[config.mk]
export PLATFORM = sky130hd
export DESIGN_NAME = heater_force_on_policy
export DESIGN_NICKNAME = d
export VERILOG_FILES = /design/src/hw/rtl/hfop_pkg.sv /design/src/hw/rtl/hfop_zone_lane.sv /design/src/hw/rtl/hfop_merge.sv /design/src/hw/rtl/hfop_policy.sv /design/src/hw/rtl/heater_force_on_policy.sv
export SDC_FILE = /design/constraint.sdc
export NUM_CORES = 1
export LEC_CHECK = 0
export ABC_CLOCK_PERIOD_IN_PS = 7900
export BUFFER_PORTS_ARGS = -buffer_cell sky130_fd_sc_hd__buf_2
export CORE_MARGIN = 3
export CORE_UTILIZATION = 60
export CTS_CLUSTER_DIAMETER = 100
export DETAILED_ROUTE_END_ITERATION = 6
export GPL_TIMING_DRIVEN = 0
export HOLD_SLACK_MARGIN = 0.02
export PLACE_DENSITY = 0.92
export SYNTH_ARGS = -nofsm -noshare
export SYNTH_HDL_FRONTEND = slang
export SYNTH_SLANG_ARGS = --single-unit
[constraint.sdc]
create_clock -name clock -period 7.9 [get_ports clock]
set_clock_uncertainty 0.15 [all_clocks]
set_input_delay 1.58 -clock clock [delete_from_list [all_inputs] [get_ports clock]]
set_output_delay 1.58 -clock clock [all_outputs]
set_load 0.05 [all_outputs]
[src/hw/rtl/hfop_pkg.sv]
`default_nettype none
// ----------------------------------------------------------------------------
// hfop_pkg
// Shared types, codes and constants of the heater force-on policy block.
// ----------------------------------------------------------------------------
package hfop_pkg;

   localparam int ZONES         = 4;
   localparam int MS_PER_MINUTE = 60000;
   localparam int TEMP_BITS     = 16;

   localparam int TEMP_W     = 16;
   localparam int NOW_W      = 32;
   localparam int MIN_W      = 8;
   localparam int MS_W       = $clog2(MS_PER_MINUTE + 1);
   localparam int ZIDX_W     = 2;
   localparam int CSR_DATA_W = 64;
   localparam int CSR_ADDR_W = 6;
   localparam int REG_IDX_W  = 3;

   typedef enum logic [1:0] {
      ACT_KEEP = 2'd0,
      ACT_ON   = 2'd1,
      ACT_OFF  = 2'd2
   } action_type;

   localparam logic [1:0] FS_OFF  = 2'd0;
   localparam logic [1:0] FS_ON   = 2'd1;
   localparam logic [1:0] FS_AUTO = 2'd2;

   localparam logic [1:0] OPM_RUN   = 2'd0;
   localparam logic [1:0] OPM_TIMED = 2'd1;
   localparam logic [1:0] OPM_STOP  = 2'd2;
   localparam logic [1:0] OPM_OTHER = 2'd3;

   localparam logic [REG_IDX_W-1:0] REG_FORCE_SETTING  = 3'd0;
   localparam logic [REG_IDX_W-1:0] REG_PERIOD_MINUTES = 3'd1;
   localparam logic [REG_IDX_W-1:0] REG_DURATION_MIN   = 3'd2;
   localparam logic [REG_IDX_W-1:0] REG_ACTIVE_THRESH  = 3'd3;
   localparam logic [REG_IDX_W-1:0] REG_OFF_THRESH     = 3'd4;
   localparam logic [REG_IDX_W-1:0] REG_PERIODIC_THRESH = 3'd5;

   typedef struct packed {
      logic [1:0]       force_setting;
      logic [MIN_W-1:0] period_minutes;
      logic [MIN_W-1:0] duration_minutes;
   } cfg_type;

   typedef struct packed {
      logic cold;
      logic below_periodic;
   } lane_type;

   typedef struct packed {
      logic              found;
      logic [ZIDX_W-1:0] index;
      logic              below_periodic;
   } scan_type;

   typedef struct packed {
      action_type        action;
      logic              low_reason;
      logic              found;
      logic [ZIDX_W-1:0] index;
   } result_type;

endpackage
`default_nettype wire

[src/hw/rtl/hfop_zone_lane.sv]
`default_nettype none
// ----------------------------------------------------------------------------
// hfop_zone_lane
// One zone: signed compare of the temperature against its mode threshold
// and its periodic threshold.
// ----------------------------------------------------------------------------
module hfop_zone_lane (
   input  wire logic [hfop_pkg::TEMP_W-1:0] temp,
   input  wire logic [hfop_pkg::TEMP_W-1:0] mode_thresh,
   input  wire logic [hfop_pkg::TEMP_W-1:0] periodic_thresh,
   output hfop_pkg::lane_type               lane
);
   import hfop_pkg::*;

   logic signed [TEMP_BITS-1:0] t_s;
   logic signed [TEMP_BITS-1:0] m_s;
   logic signed [TEMP_BITS-1:0] p_s;

   assign t_s = $signed(temp[TEMP_BITS-1:0]);
   assign m_s = $signed(mode_thresh[TEMP_BITS-1:0]);
   assign p_s = $signed(periodic_thresh[TEMP_BITS-1:0]);

   assign lane.cold           = t_s < m_s;
   assign lane.below_periodic = t_s < p_s;

endmodule
`default_nettype wire

[src/hw/rtl/hfop_merge.sv]
`default_nettype none
// ----------------------------------------------------------------------------
// hfop_merge
// Combine the zone lanes: first cold zone and any zone below periodic.
// ----------------------------------------------------------------------------
module hfop_merge (
   input  wire hfop_pkg::lane_type [hfop_pkg::ZONES-1:0] lanes,
   input  wire logic                                     mode_ok,
   output hfop_pkg::scan_type                            scan
);
   import hfop_pkg::*;

   always_comb begin
      scan.found          = 1'b0;
      scan.index          = '0;
      scan.below_periodic = 1'b0;
      for (int z = ZONES - 1; z >= 0; z--) begin
         if (lanes[z].cold && mode_ok) begin
            scan.found = 1'b1;
            scan.index = ZIDX_W'(z);
         end
         if (lanes[z].below_periodic) begin
            scan.below_periodic = 1'b1;
         end
      end
   end

endmodule
`default_nettype wire

[src/hw/rtl/hfop_policy.sv]
`default_nettype none
// ----------------------------------------------------------------------------
// hfop_policy
// Activity tracking, forced-run state and the force decision for one beat.
// ----------------------------------------------------------------------------
module hfop_policy (
   input  wire logic                       clock,
   input  wire logic                       reset,
   input  wire logic                       accept,
   input  wire logic [hfop_pkg::NOW_W-1:0] now_ms,
   input  wire logic [1:0]                 op_mode,
   input  wire logic                       heater_active,
   input  wire hfop_pkg::scan_type         scan,
   input  wire hfop_pkg::cfg_type          cfg,
   output hfop_pkg::result_type            result
);
   import hfop_pkg::*;

   logic             was_active_ff, was_active_in;
   logic [NOW_W-1:0] last_change_ff, last_change_in;
   logic             run_forced_ff, run_forced_in;
   logic             run_cancelled_ff, run_cancelled_in;
   logic [1:0]       mode_at_force_ff, mode_at_force_in;

   logic [NOW_W-1:0]      elapsed;
   logic [MS_W+MIN_W-1:0] period_ms;
   logic [MS_W+MIN_W-1:0] duration_ms;
   logic                  periodic;
   logic                  keep;

   assign period_ms   = (MS_W+MIN_W)'(cfg.period_minutes) * (MS_W+MIN_W)'(MS_PER_MINUTE);
   assign duration_ms = (MS_W+MIN_W)'(cfg.duration_minutes) * (MS_W+MIN_W)'(MS_PER_MINUTE);

   always_ff @(posedge clock) begin
      if (reset) begin
         was_active_ff    <= 1'b0;
         last_change_ff   <= '0;
         run_forced_ff    <= 1'b0;
         run_cancelled_ff <= 1'b0;
         mode_at_force_ff <= OPM_RUN;
      end else if (accept) begin
         was_active_ff    <= was_active_in;
         last_change_ff   <= last_change_in;
         run_forced_ff    <= run_forced_in;
         run_cancelled_ff <= run_cancelled_in;
         mode_at_force_ff <= mode_at_force_in;
      end
   end

   always_comb begin
      was_active_in    = heater_active;
      last_change_in   = (heater_active != was_active_ff) ? now_ms : last_change_ff;
      run_forced_in    = run_forced_ff;
      run_cancelled_in = run_cancelled_ff;
      mode_at_force_in = mode_at_force_ff;
      elapsed          = now_ms - last_change_in;
      keep             = 1'b0;

      periodic = !heater_active && !scan.found && (cfg.period_minutes != '0)
               && (cfg.duration_minutes != '0) && scan.below_periodic
               && (elapsed >= NOW_W'(period_ms));

      result.action     = ACT_OFF;
      result.low_reason = 1'b0;
      result.found      = scan.found;
      result.index      = scan.index;

      case (cfg.force_setting)
         FS_ON: begin
            result.action = ACT_ON;
         end
         FS_AUTO: begin
            if (!heater_active && scan.found) begin
               result.action     = ACT_ON;
               result.low_reason = 1'b1;
            end else if (periodic) begin
               result.action = ACT_ON;
            end else if (heater_active) begin
               result.action = ACT_KEEP;
               if (!run_cancelled_ff) begin
                  keep = elapsed < NOW_W'(duration_ms);
                  if (keep) begin
                     if (!run_forced_ff) begin
                        mode_at_force_in = op_mode;
                     end else if (mode_at_force_ff != op_mode) begin
                        keep             = 1'b0;
                        run_cancelled_in = 1'b1;
                     end
                  end
                  run_forced_in = keep;
                  result.action = keep ? ACT_KEEP : ACT_OFF;
               end
            end else begin
               run_forced_in    = 1'b0;
               run_cancelled_in = 1'b0;
               result.action    = ACT_OFF;
            end
         end
         default: begin
            result.action = ACT_OFF;
         end
      endcase
   end

endmodule
`default_nettype wire

[src/hw/rtl/heater_force_on_policy.sv]
`default_nettype none
// ----------------------------------------------------------------------------
// heater_force_on_policy
// Per-tick heater force-on decision with zone scan and APB-style registers.
// ----------------------------------------------------------------------------
// Each accepted tick yields exactly one result beat. A tick is evaluated in
// the cycle it is accepted: four zone compare lanes, a merge of their flags
// and the policy state update all settle in that one cycle, so the block
// takes one tick per clock unless the skid register is full. Results pass
// through an output register backed by a one-beat skid register; req_ready
// drops only while that is full. Registers sit at byte address 8*i, 64 bits
// wide; after reset all CSRs and policy state are zero, no clearing pass needed.
// ----------------------------------------------------------------------------
module heater_force_on_policy (
   input  wire logic                            clock,
   input  wire logic                            reset,

   input  wire logic                            req_valid,
   output logic                                 req_ready,
   input  wire logic [31:0]                     req_now_ms,
   input  wire logic [1:0]                      req_op_mode,
   input  wire logic                            req_heater_active,
   input  wire logic signed [15:0]              req_zone_temp_0,
   input  wire logic signed [15:0]              req_zone_temp_1,
   input  wire logic signed [15:0]              req_zone_temp_2,
   input  wire logic signed [15:0]              req_zone_temp_3,

   output logic                                 rsp_valid,
   input  wire logic                            rsp_ready,
   output logic [1:0]                           rsp_force_action,
   output logic                                 rsp_temp_low_reason,
   output logic                                 rsp_cold_zone_found,
   output logic [1:0]                           rsp_cold_zone_index,

   input  wire logic                            psel,
   input  wire logic                            penable,
   input  wire logic                            pwrite,
   input  wire logic [hfop_pkg::CSR_ADDR_W-1:0] paddr,
   input  wire logic [hfop_pkg::CSR_DATA_W-1:0] pwdata,
   output logic [hfop_pkg::CSR_DATA_W-1:0]      prdata,
   output logic                                 pready
);
   import hfop_pkg::*;

   logic [1:0]            force_setting_ff;
   logic [MIN_W-1:0]      period_ff;
   logic [MIN_W-1:0]      duration_ff;
   logic [CSR_DATA_W-1:0] active_th_ff;
   logic [CSR_DATA_W-1:0] off_th_ff;
   logic [CSR_DATA_W-1:0] periodic_th_ff;

   logic [REG_IDX_W-1:0]  reg_idx;
   logic                  csr_write;

   cfg_type               cfg;
   logic [TEMP_W-1:0]     temps [4];
   logic [CSR_DATA_W-1:0] mode_th_word;
   logic                  mode_ok;
   lane_type [ZONES-1:0]  lanes;
   scan_type              scan;
   result_type            result;

   logic                  accept;
   logic                  pop;
   logic                  rsp_valid_ff, rsp_valid_in;
   logic                  skid_valid_ff, skid_valid_in;
   result_type            rsp_data_ff, rsp_data_in;
   result_type            skid_data_ff, skid_data_in;

   // register port
   assign pready    = 1'b1;
   assign reg_idx   = paddr[CSR_ADDR_W-1:CSR_ADDR_W-REG_IDX_W];
   assign csr_write = psel && penable && pwrite && pready;

   always_ff @(posedge clock) begin
      if (reset) begin
         force_setting_ff <= FS_OFF;
         period_ff        <= '0;
         duration_ff      <= '0;
         active_th_ff     <= '0;
         off_th_ff        <= '0;
         periodic_th_ff   <= '0;
      end else if (csr_write) begin
         case (reg_idx)
            REG_FORCE_SETTING:   force_setting_ff <= pwdata[1:0];
            REG_PERIOD_MINUTES:  period_ff        <= pwdata[MIN_W-1:0];
            REG_DURATION_MIN:    duration_ff      <= pwdata[MIN_W-1:0];
            REG_ACTIVE_THRESH:   active_th_ff     <= pwdata;
            REG_OFF_THRESH:      off_th_ff        <= pwdata;
            REG_PERIODIC_THRESH: periodic_th_ff   <= pwdata;
            default: ;
         endcase
      end
   end

   always_comb begin
      case (reg_idx)
         REG_FORCE_SETTING:   prdata = CSR_DATA_W'(force_setting_ff);
         REG_PERIOD_MINUTES:  prdata = CSR_DATA_W'(period_ff);
         REG_DURATION_MIN:    prdata = CSR_DATA_W'(duration_ff);
         REG_ACTIVE_THRESH:   prdata = active_th_ff;
         REG_OFF_THRESH:      prdata = off_th_ff;
         REG_PERIODIC_THRESH: prdata = periodic_th_ff;
         default:             prdata = '0;
      endcase
   end

   assign cfg.force_setting    = force_setting_ff;
   assign cfg.period_minutes   = period_ff;
   assign cfg.duration_minutes = duration_ff;

   // zone lanes
   assign temps[0] = req_zone_temp_0;
   assign temps[1] = req_zone_temp_1;
   assign temps[2] = req_zone_temp_2;
   assign temps[3] = req_zone_temp_3;

   assign mode_th_word = (req_op_mode == OPM_STOP) ? off_th_ff : active_th_ff;
   assign mode_ok      = (req_op_mode != OPM_OTHER);

   for (genvar z = 0; z < ZONES; z++) begin : g_lane
      hfop_zone_lane u_lane (
         .temp            (temps[z]),
         .mode_thresh     (mode_th_word[TEMP_W*z +: TEMP_W]),
         .periodic_thresh (periodic_th_ff[TEMP_W*z +: TEMP_W]),
         .lane            (lanes[z])
      );
   end

   hfop_merge u_merge (
      .lanes   (lanes),
      .mode_ok (mode_ok),
      .scan    (scan)
   );

   hfop_policy u_policy (
      .clock         (clock),
      .reset         (reset),
      .accept        (accept),
      .now_ms        (req_now_ms),
      .op_mode       (req_op_mode),
      .heater_active (req_heater_active),
      .scan          (scan),
      .cfg           (cfg),
      .result        (result)
   );

   // output register and skid
   assign req_ready = !skid_valid_ff;
   assign accept    = req_valid && req_ready;
   assign pop       = rsp_valid_ff && rsp_ready;

   always_comb begin
      rsp_valid_in  = rsp_valid_ff;
      rsp_data_in   = rsp_data_ff;
      skid_valid_in = skid_valid_ff;
      skid_data_in  = skid_data_ff;
      if (skid_valid_ff) begin
         if (pop) begin
            rsp_data_in   = skid_data_ff;
            skid_valid_in = 1'b0;
         end
      end else if (accept) begin
         if (!rsp_valid_ff || pop) begin
            rsp_valid_in = 1'b1;
            rsp_data_in  = result;
         end else begin
            skid_valid_in = 1'b1;
            skid_data_in  = result;
         end
      end else if (pop) begin
         rsp_valid_in = 1'b0;
      end
   end

   always_ff @(posedge clock) begin
      if (reset) begin
         rsp_valid_ff  <= 1'b0;
         skid_valid_ff <= 1'b0;
      end else begin
         rsp_valid_ff  <= rsp_valid_in;
         skid_valid_ff <= skid_valid_in;
      end
   end

   always_ff @(posedge clock) begin
      rsp_data_ff  <= rsp_data_in;
      skid_data_ff <= skid_data_in;
   end

   assign rsp_valid           = rsp_valid_ff;
   assign rsp_force_action    = rsp_data_ff.action;
   assign rsp_temp_low_reason = rsp_data_ff.low_reason;
   assign rsp_cold_zone_found = rsp_data_ff.found;
   assign rsp_cold_zone_index = rsp_data_ff.index;

   a_skid_needs_rsp: assert property (@(posedge clock) disable iff (reset)
      skid_valid_ff |-> rsp_valid_ff)
      else $error("skid beat held without an output beat");

   a_drain: assert property (@(posedge clock) disable iff (reset)
      (pop && !skid_valid_ff && !accept) |=> !rsp_valid_ff)
      else $error("output beat not dropped after it was taken");

   a_index_zero: assert property (@(posedge clock) disable iff (reset)
      (rsp_valid_ff && !rsp_data_ff.found) |-> (rsp_data_ff.index == '0))
      else $error("cold zone index set without a cold zone");

   a_low_reason: assert property (@(posedge clock) disable iff (reset)
      (rsp_valid_ff && rsp_data_ff.low_reason)
      |-> (rsp_data_ff.found && (rsp_data_ff.action == ACT_ON)))
      else $error("low temperature reason without a forced-on cold zone");

endmodule
`default_nettype wire

Word-level counts from Yosys, hierarchy flattened:

Cells that the tools add are included.

* add/sub/neg operators: 1
* $mul: 2
* magnitude comparators: 10
* equal/unequal tests: 14
* muxes and demuxes: 45
* bitwise gates (word level): 6
* reduce and logical (&&, ||, !) cells: 37

Operators with widths (count)
* $pmux W64 S6: 1
* $lt A16 B16 Y1: 8
* $mux W64: 1
* $mul A8 B11 Y19 const B: 2
* $ge A32 B24 Y1: 1
* $lt A32 B24 Y1: 1
* $mux W32: 1
* $sub A32 B32 Y32: 1
* $mux W1: 28
* $mux W6: 4
* $reduce_bool A8 Y1: 2
* $logic_and A1 B1 Y1: 14
* $mux W3: 4
* $reduce_and A2 Y1: 6
* $mux W2: 5
* $reduce_and A3 Y1: 3
* $reduce_and A8 Y1: 1
* $eq A3 B2 Y1 const B: 2
* $eq A3 B3 Y1 const B: 2
* $ne A2 B2 Y1 const B: 3
* $not A1 Y1: 6
* $reduce_bool A2 Y1: 3
* $reduce_and A5 Y1: 1
* $eq A2 B2 Y1 const B: 2
* other kinds (10): 13

* flip-flop bits (word level): 261
* word-level logic and storage cells: 136

Logic depth before layout (Yosys ltp):

Gate-level depths: netlist (run 1).

* word-level depth: 26
* gate-level depth with buffers: 26

Hierarchy:

Synthesis (run 1) repeated with hierarchy kept, for this count alone.

* cells, all modules: 2424
* area, all modules: 22044.9 sq um

Modules (own cells, without submodules)
* heater_force_on_policy: times used 1, cells an instance 1046, area each 11200.7 sq um
* hfop_policy: times used 1, cells an instance 948, area each 7719.9 sq um
* hfop_zone_lane at g_lane[2].u_lane ...: times used 2, cells an instance 106, area each 769.5 sq um
* hfop_zone_lane at g_lane[1].u_lane: times used 1, cells an instance 106, area each 773.2 sq um
* hfop_zone_lane at g_lane[0].u_lane: times used 1, cells an instance 104, area each 763.2 sq um
* hfop_merge: times used 1, cells an instance 8, area each 48.8 sq um

Worst setup path before layout (run 1):

Ideal clock, no wire load.

* path kind: input-to-reg
* from: input port req_heater_active
* to: register rsp_data_ff (netlist bit rsp_force_action[0]) (data pin)
* arrival: 6323 ps
* setup slack: 1162 ps
* stages: 25
* path buffers: 2
* cell sequence: buf_2 -> xor2_1 -> clkbuf_1 -> mux2i_1 -> ha_1 -> and2_1 -> a31oi_1 -> and3_1 -> nor2_1 -> a21oi_1 -> o21bai_1 -> a21oi_1 -> nor2_1 -> a31oi_1 -> xnor2_1 -> ha_1 -> a21o_1 -> a21o_1 -> a21oi_1 -> o211ai_1 -> a21oi_1 -> nor4b_2 -> a211oi_2 -> a211oi_2 -> o31ai_2

RTL lines
* from (decl): line heater_force_on_policy.sv:22 `input wire logic req_heater_active,`
* to (signal assigned): line heater_force_on_policy.sv:187 `rsp_data_ff <= rsp_data_in;`
* to (decl): line heater_force_on_policy.sv:67 `result_type rsp_data_ff, rsp_data_in;`

==> impl_metrics.ini, run 1 <==
[clocking]
cts_hold_buf = 0
clkLatencyLatePin_ns = 0.58
clkTransAtPathRegs_ns = 0.06
clock_sinks = 261
cts_tree = built
root_buffer = clkbuf_16
clock_path_buffers = 3
htree_levels = 1
cts_buffers = 30

[global_route]
grt_max_degree = 15
grt_busiest_layer = met2
grt_pass1_wl_mm = 108
grt.met1_usage_pct = 47.1
met3_usage_pct = 10.0
grt_use_met2_pct = 56.4
antenna_found_initial = 20
gr-total-overflow = 0
gr-usage-all-layers_pct = 37.0
grt_pass1_vias = 20854

[routing]
viasPerCell = 6.40
drtAntennaViolNets = 0
wirelength_mm = 71.1
drtIter0Drc = 2631
dr.pass1.iters = 7
drc = 1
wl_per_cell_um = 21.2
vias = 21496

[critical_path]
crit_fanout = 10
cp_slowest_cell = xor2_2
cp_top_family = compound AO/OA/AOI/OAI gates
reg2reg_depth = 24
crit_required_ns = 8.08
arrival_ns = 7.65
crit_path_frequent_cell = a21oi_1
worst_setup_path_end_kind = register
slowest_delay_ns = 0.44
path_class = in2reg
reg2reg_setup_slack_ns = 0.89
cp.buffers_inverters = 2
reg2reg_to = rsp_force_action[1]
r2r_start = period_ff[6]
critPathLaunchType = input port

[placement]
portBuffers = 241
place_hpwl_mm = 53.2
gp_congestion = 1.01
dpl_cell_area_um2 = 22400

[final_layout]
drive_gt1_share_pct = 12.0
multi_input_area_um2 = 14200
fillCellCount = 2576
layout.area.seq_um2 = 5350
fin_nets = 3396
final_util_pct = 69.9
areaGrowthSynthToFinish_pct = 14.1
fin_area_um2 = 23600

[logic_synthesis]
yosysMostFrequentCell = nand2_1
ys_warn_count = 0
synth_edf_count = 12
synth_fp_nets = 3123
avgSynthCellArea_um2 = 7.93
synth_top_area_share_pct = 24.1
ys_top_cells_by_count = nand2_1, a21oi_1, ha_1, dfxtp_1, inv_1
yosysTopAreaCell = dfxtp_1
synth.top_cells.by_area = dfxtp_1, ha_1, nand2_1, a21oi_1, mux2i_1
syn_area_um2 = 20600
synth_ff_type = dfxtp_1
yosysUniqueCellTypes = 82
async_flop_share_pct = 0
yosysSeqAreaShare_pct = 25.9
syn_inst = 2604
ys_ff_latch = 261

[timing]
hold_violations = 0
worst_pin_slew_ns = 1.24
rsz0062_at_grt = no
timing.final.crit_share_pct = 94.5
slew_viol_final = 0
max_freq_mhz = 134
slew-limit-headroom_pct = 16.4
fin_crit_ns = 7.46
setup_viol = 0

[status]
status = finished, violations left
failed_checks = design-rule violations

[floorplanning]
fp.dieW_um = 192
rows = 67
ios = 249
dieArea_um2 = 36700
fp.dieH_um = 192
initial_core_util_pct = 61.3
core_um2 = 33700

[worst_hold_path]
holdCritPathClass = reg2reg
min_to = u_policy.last_change_ff[17]
whs_path_depth = 2
min_from = u_policy.last_change_ff[17]

[run]
maxCapViolations = 0

[power]
total_power_w = 0.00385
p_leak_nw = 10.1
p_per_area_nw_per_um2 = 163
peakVddDrop_mv = 0.194
[state kept, by name (all words and copies together) (netlist names), 2 cells and up]
register,cells
period_ff,8
force_setting_ff,2
duration_ff,8
rsp_force_action,2
skid_data_ff,6
off_th_ff,64
periodic_th_ff,64
u_policy.mode_at_force_ff,2
u_policy.last_change_ff,32
active_th_ff,64
rsp_cold_zone_index,2
[logic make-up after synthesis]
group	share of synthesized area, %
DFF	25.9
adders and majority gates	22.4
other	0.0182
xor gates and xnor gates	2.29
AOI/OAI and AO/OA	19.5
and+or+nand+nor	17.7
muxes	6.53
buffers and inverters	5.57
[report_power, final]
part	internal (W)	switching (W)
logic	0.000348	0.000596
registers	0.00135	0.0000155
clock network	0.000950	0.000593
total	0.00265	0.00120
[worst max path at each step]
stage,from,end,slack [ns],cells after the start
2_1_floorplan,req_heater_active,rsp_force_action[0],1.16,25
3_3_place_gp,req_heater_active,rsp_force_action[1],-0.15,25
3_5_place_dp,req_heater_active,rsp_force_action[0],-0.28,25
4_1_cts,req_heater_active,rsp_force_action[1],0.18,25
5_1_grt,req_heater_active,rsp_force_action[1],0.08,25
6_report,req_heater_active,rsp_force_action[1],0.44,25
[through the flow]
step	setup slack [ns]	instances	setup TNS, ns	hold slack (ns)
final	0.437	3361	0	0.305
after global routing	0.0835	3360	0	0.325
after CTS	0.183	3348	0	0.306
after detailed placement	-0.276	3293	-1.29	0.297
after global placement	-0.155	3293	-0.373	0.293
after floorplan	1.16	2604	0	0.284
[repair_timing]
item	CTS	global route
buffers inserted	0	0
gates resized for setup	0	5
endpoints found under the setup margin	0	6
[metal layers]
metal  part of all wire [%]  wire (um)
met1                     38      26800
met2                     43      30400
met3                     13       8990
met4                    6.7       4790
met5                   0.14        102
[cell type report]
class,instances,share of cell area (%)
clock buffers,40,3.61
repair buffers,241,5.12
plain buffers,133,2.22
multi-input cells,2042,60.1
well taps,448,2.38
diodes,13,0.138
clock inverters,15,1.03
flip-flops and latches,261,22.7
inverters,168,2.68
[cells in the final DEF (no fill, tap or decap), types with 8 or more instances in the layout]
cell type	count
mux2i_1	123
nand4_1	28
o211ai_1	8
a21oi_1	328
nor3_1	16
o21ai_0	102
xnor2_1	31
clkbuf_16	31
inv_1	167
edfxtp_1	12
diode_2	13
clkbuf_1	110
nor2_1	84
fa_1	45
buf_2	251
or2_2	13
a21o_1	38
nand3_1	24
a211oi_1	17
a22oi_1	56
nand2_1	577
nand2b_1	20
dfxtp_1	249
o21bai_1	10
nor2b_1	21
and3_1	11
xor2_1	22
buf_1	13
o21a_1	14
a221oi_1	8
a31oi_1	15
ha_1	298
[worst reg2reg max path, delay by kind of cell (launching register included)]
family          cells  cell delay, ns
flops               1            0.63
xor+xnor            1            0.24
fa+ha+maj           6            2.31
compound gates     11            2.48
simple gates        4            0.85
buf+inv             2            0.12
(Power assumes the default switching activity.)
==> inputs of run 2 (changes only) <==
Settings changed: CORE_UTILIZATION 60 to 50, PLACE_DENSITY 0.92 to 0.8, RECOVER_POWER set to 100, SKIP_LAST_GASP set to 1.
==> run 2 against run 1 <==
Against the previous run:
- via count decreased by 3.2%
- first-iteration DRC count is 11% lower
- hold slack improved by 0.0017 ns
- combinational power is 1% lower
- utilization fell by 12 points
- wire length decreased by 0.38%
- the run ends with max-capacitance violations, max-slew violations left
- largest cell class unchanged
==> impl_metrics.ini, run 2 (synthesis results as in run 1) <==
[clocking]
cts_tree = built
cts-resized-gates = 0
cts_setup_buffers = 0
htree_levels = 1
cts_buffers = 28
clkTransAtPathRegs_ns = 0.06
root_buffer = clkbuf_16
clkLatencyLatePin_ns = 0.56
clock_sinks = 261
cts_hold_buf = 0
clock_path_buffers = 3

[critical_path]
slowest_delay_ns = 0.43
arrival_ns = 7.61
crit_path_frequent_cell = a21oi_1
critPathLaunchType = input port
path_class = in2reg
r2r_start = period_ff[6]
reg2reg_setup_slack_ns = 1.06
crit_required_ns = 8.03
worst_setup_path_end_kind = register
reg2reg_to = rsp_force_action[0]
reg2reg_depth = 25
startpoint = req_heater_active
crit_fanout = 10
cp_slowest_cell = xor2_2
endpoint = rsp_force_action[0]

[final_layout]
final_common_cell = nand2_1
final_util_pct = 58.3
layout.area.seq_um2 = 5350
top_regs = active_th_ff (64), off_th_ff (64), periodic_th_ff (64)
final_cell_mix = nand2_1, a21oi_1, ha_1, dfxtp_1, clkbuf_1
fin_area_um2 = 23500
drive_gt1_share_pct = 9.28
fillCellCount = 3659
fin_nets = 3395
layout.cells.non_filler = 3444
areaGrowthSynthToFinish_pct = 13.7
multi_input_area_um2 = 14100

[routing]
viasPerCell = 6.04
drc = 0
wl_met2_mm = 30.9
dr.pass1.iters = 6
wl_per_cell_um = 20.6
vias = 20805
route.top_layer_used = met5
met3_length_mm = 7.64
drtAntennaViolNets = 0
wirelength_mm = 70.8
drtIter0Drc = 2331
drt-met1-wl_mm = 28.8

[floorplanning]
fp.dieH_um = 209
ios = 249
initial_core_util_pct = 51.3
fp.dieW_um = 209
core_um2 = 40300
dieArea_um2 = 43800
rows = 73

[power]
p_per_area_nw_per_um2 = 160
p_leak_nw = 9.74
peakVddDrop_mv = 0.166

[timing]
fin_setup_tns_ns = 0
slew-limit-headroom_pct = -34.3
setup_viol = 0
slew_viol_final = 20
fin_crit_ns = 7.48
hold_violations = 0
worst_pin_slew_ns = 2.00
max_freq_mhz = 134
rsz0062_at_grt = no
timing.final.crit_share_pct = 94.7

[placement]
place_hpwl_mm = 54.9
place_inst = 3371
gp_congestion = 0.964
portBuffers = 241
dpl_cell_area_um2 = 22500

[worst_hold_path]
holdCritPathClass = reg2reg

[run]
maxCapViolations = 2

[global_route]
antenna_found_initial = 22
gr-usage-all-layers_pct = 30.6
grt_max_degree = 15
grt_pass1_wl_mm = 107
gr-total-overflow = 0
grt_pass1_vias = 19651

[status]
failed_checks = max-capacitance violations, max-slew violations
status = finished, violations left
## run 2: cell types whose count changed in the layout (fill, tap and decap cells not counted), moves of 2 or more
cell	previous run	this run
a211oi_1	17	19
a211oi_2	2	0
buf_1	13	6
buf_2	251	182
clkbuf_1	110	185
clkbuf_16	31	29
clkbuf_8	4	2
clkinv_2	4	7
clkinvlp_4	0	2
diode_2	13	21
nor3_1	16	18
nor3_2	2	0
## run 2: worst min path at each step
stage / from / end / slack, ns / depth (start not counted)
after global routing: u_policy.last_change_ff[4] / u_policy.last_change_ff[4] / 0.32 / 2
after CTS: u_policy.last_change_ff[29] / u_policy.last_change_ff[29] / 0.30 / 2
after global placement: u_policy.last_change_ff[22] / u_policy.last_change_ff[22] / 0.29 / 2
after floorplan: u_policy.last_change_ff[0] / u_policy.last_change_ff[0] / 0.28 / 2
final: u_policy.last_change_ff[27] / u_policy.last_change_ff[27] / 0.31 / 2
after detailed placement: u_policy.last_change_ff[29] / u_policy.last_change_ff[29] / 0.30 / 2
## run 2: layout make-up
class,count,area share [%]
antenna,21,0.224
buffer,133,2.21
clock buffer,33,3.24
clock inverter,19,1.09
inverter,168,2.69
multi-input combinational,2042,60.2
sequential,261,22.8
tap,525,2.80
timing repair buffer,242,4.79
## run 2: stage by stage
step	power (W)	setup slack [ns]	hold slack (ns)
floorplan	0.00200	1.16	0.284
global placement	0.00226	-0.209	0.293
detailed placement	0.00230	-0.346	0.296
CTS	0.00374	0.130	0.304
finish	0.00376	0.422	0.307
global route	0.00390	0.0628	0.324
## run 2: metal layers
metal,global-route usage [%],up-vias
met5,0,-
met4,13.6,10
met3,6.16,228
met2,47.6,1163
met1,41.0,9757
li1,-,9647
## run 2: report_power, final
| group | internal [W] | switching, W | total (W) | leakage, nW |
|---|---|---|---|---|
| combinational | 0.000344 | 0.000588 | 0.000932 | 7.11 |
| sequential | 0.00135 | 0.0000154 | 0.00136 | 2.13 |
| clock | 0.000883 | 0.000579 | 0.00146 | 0.498 |
## run 2: worst max-delay path: cells and delay by family
| family | cells | cell delay (ns) |
|---|---|---|
| fa+ha+maj | 2 | 0.69 |
| simple gates | 5 | 1.01 |
| mux | 1 | 0.30 |
| xor+xnor | 2 | 0.68 |
| compound gates | 13 | 2.68 |
| buf+inv | 2 | 0.65 |
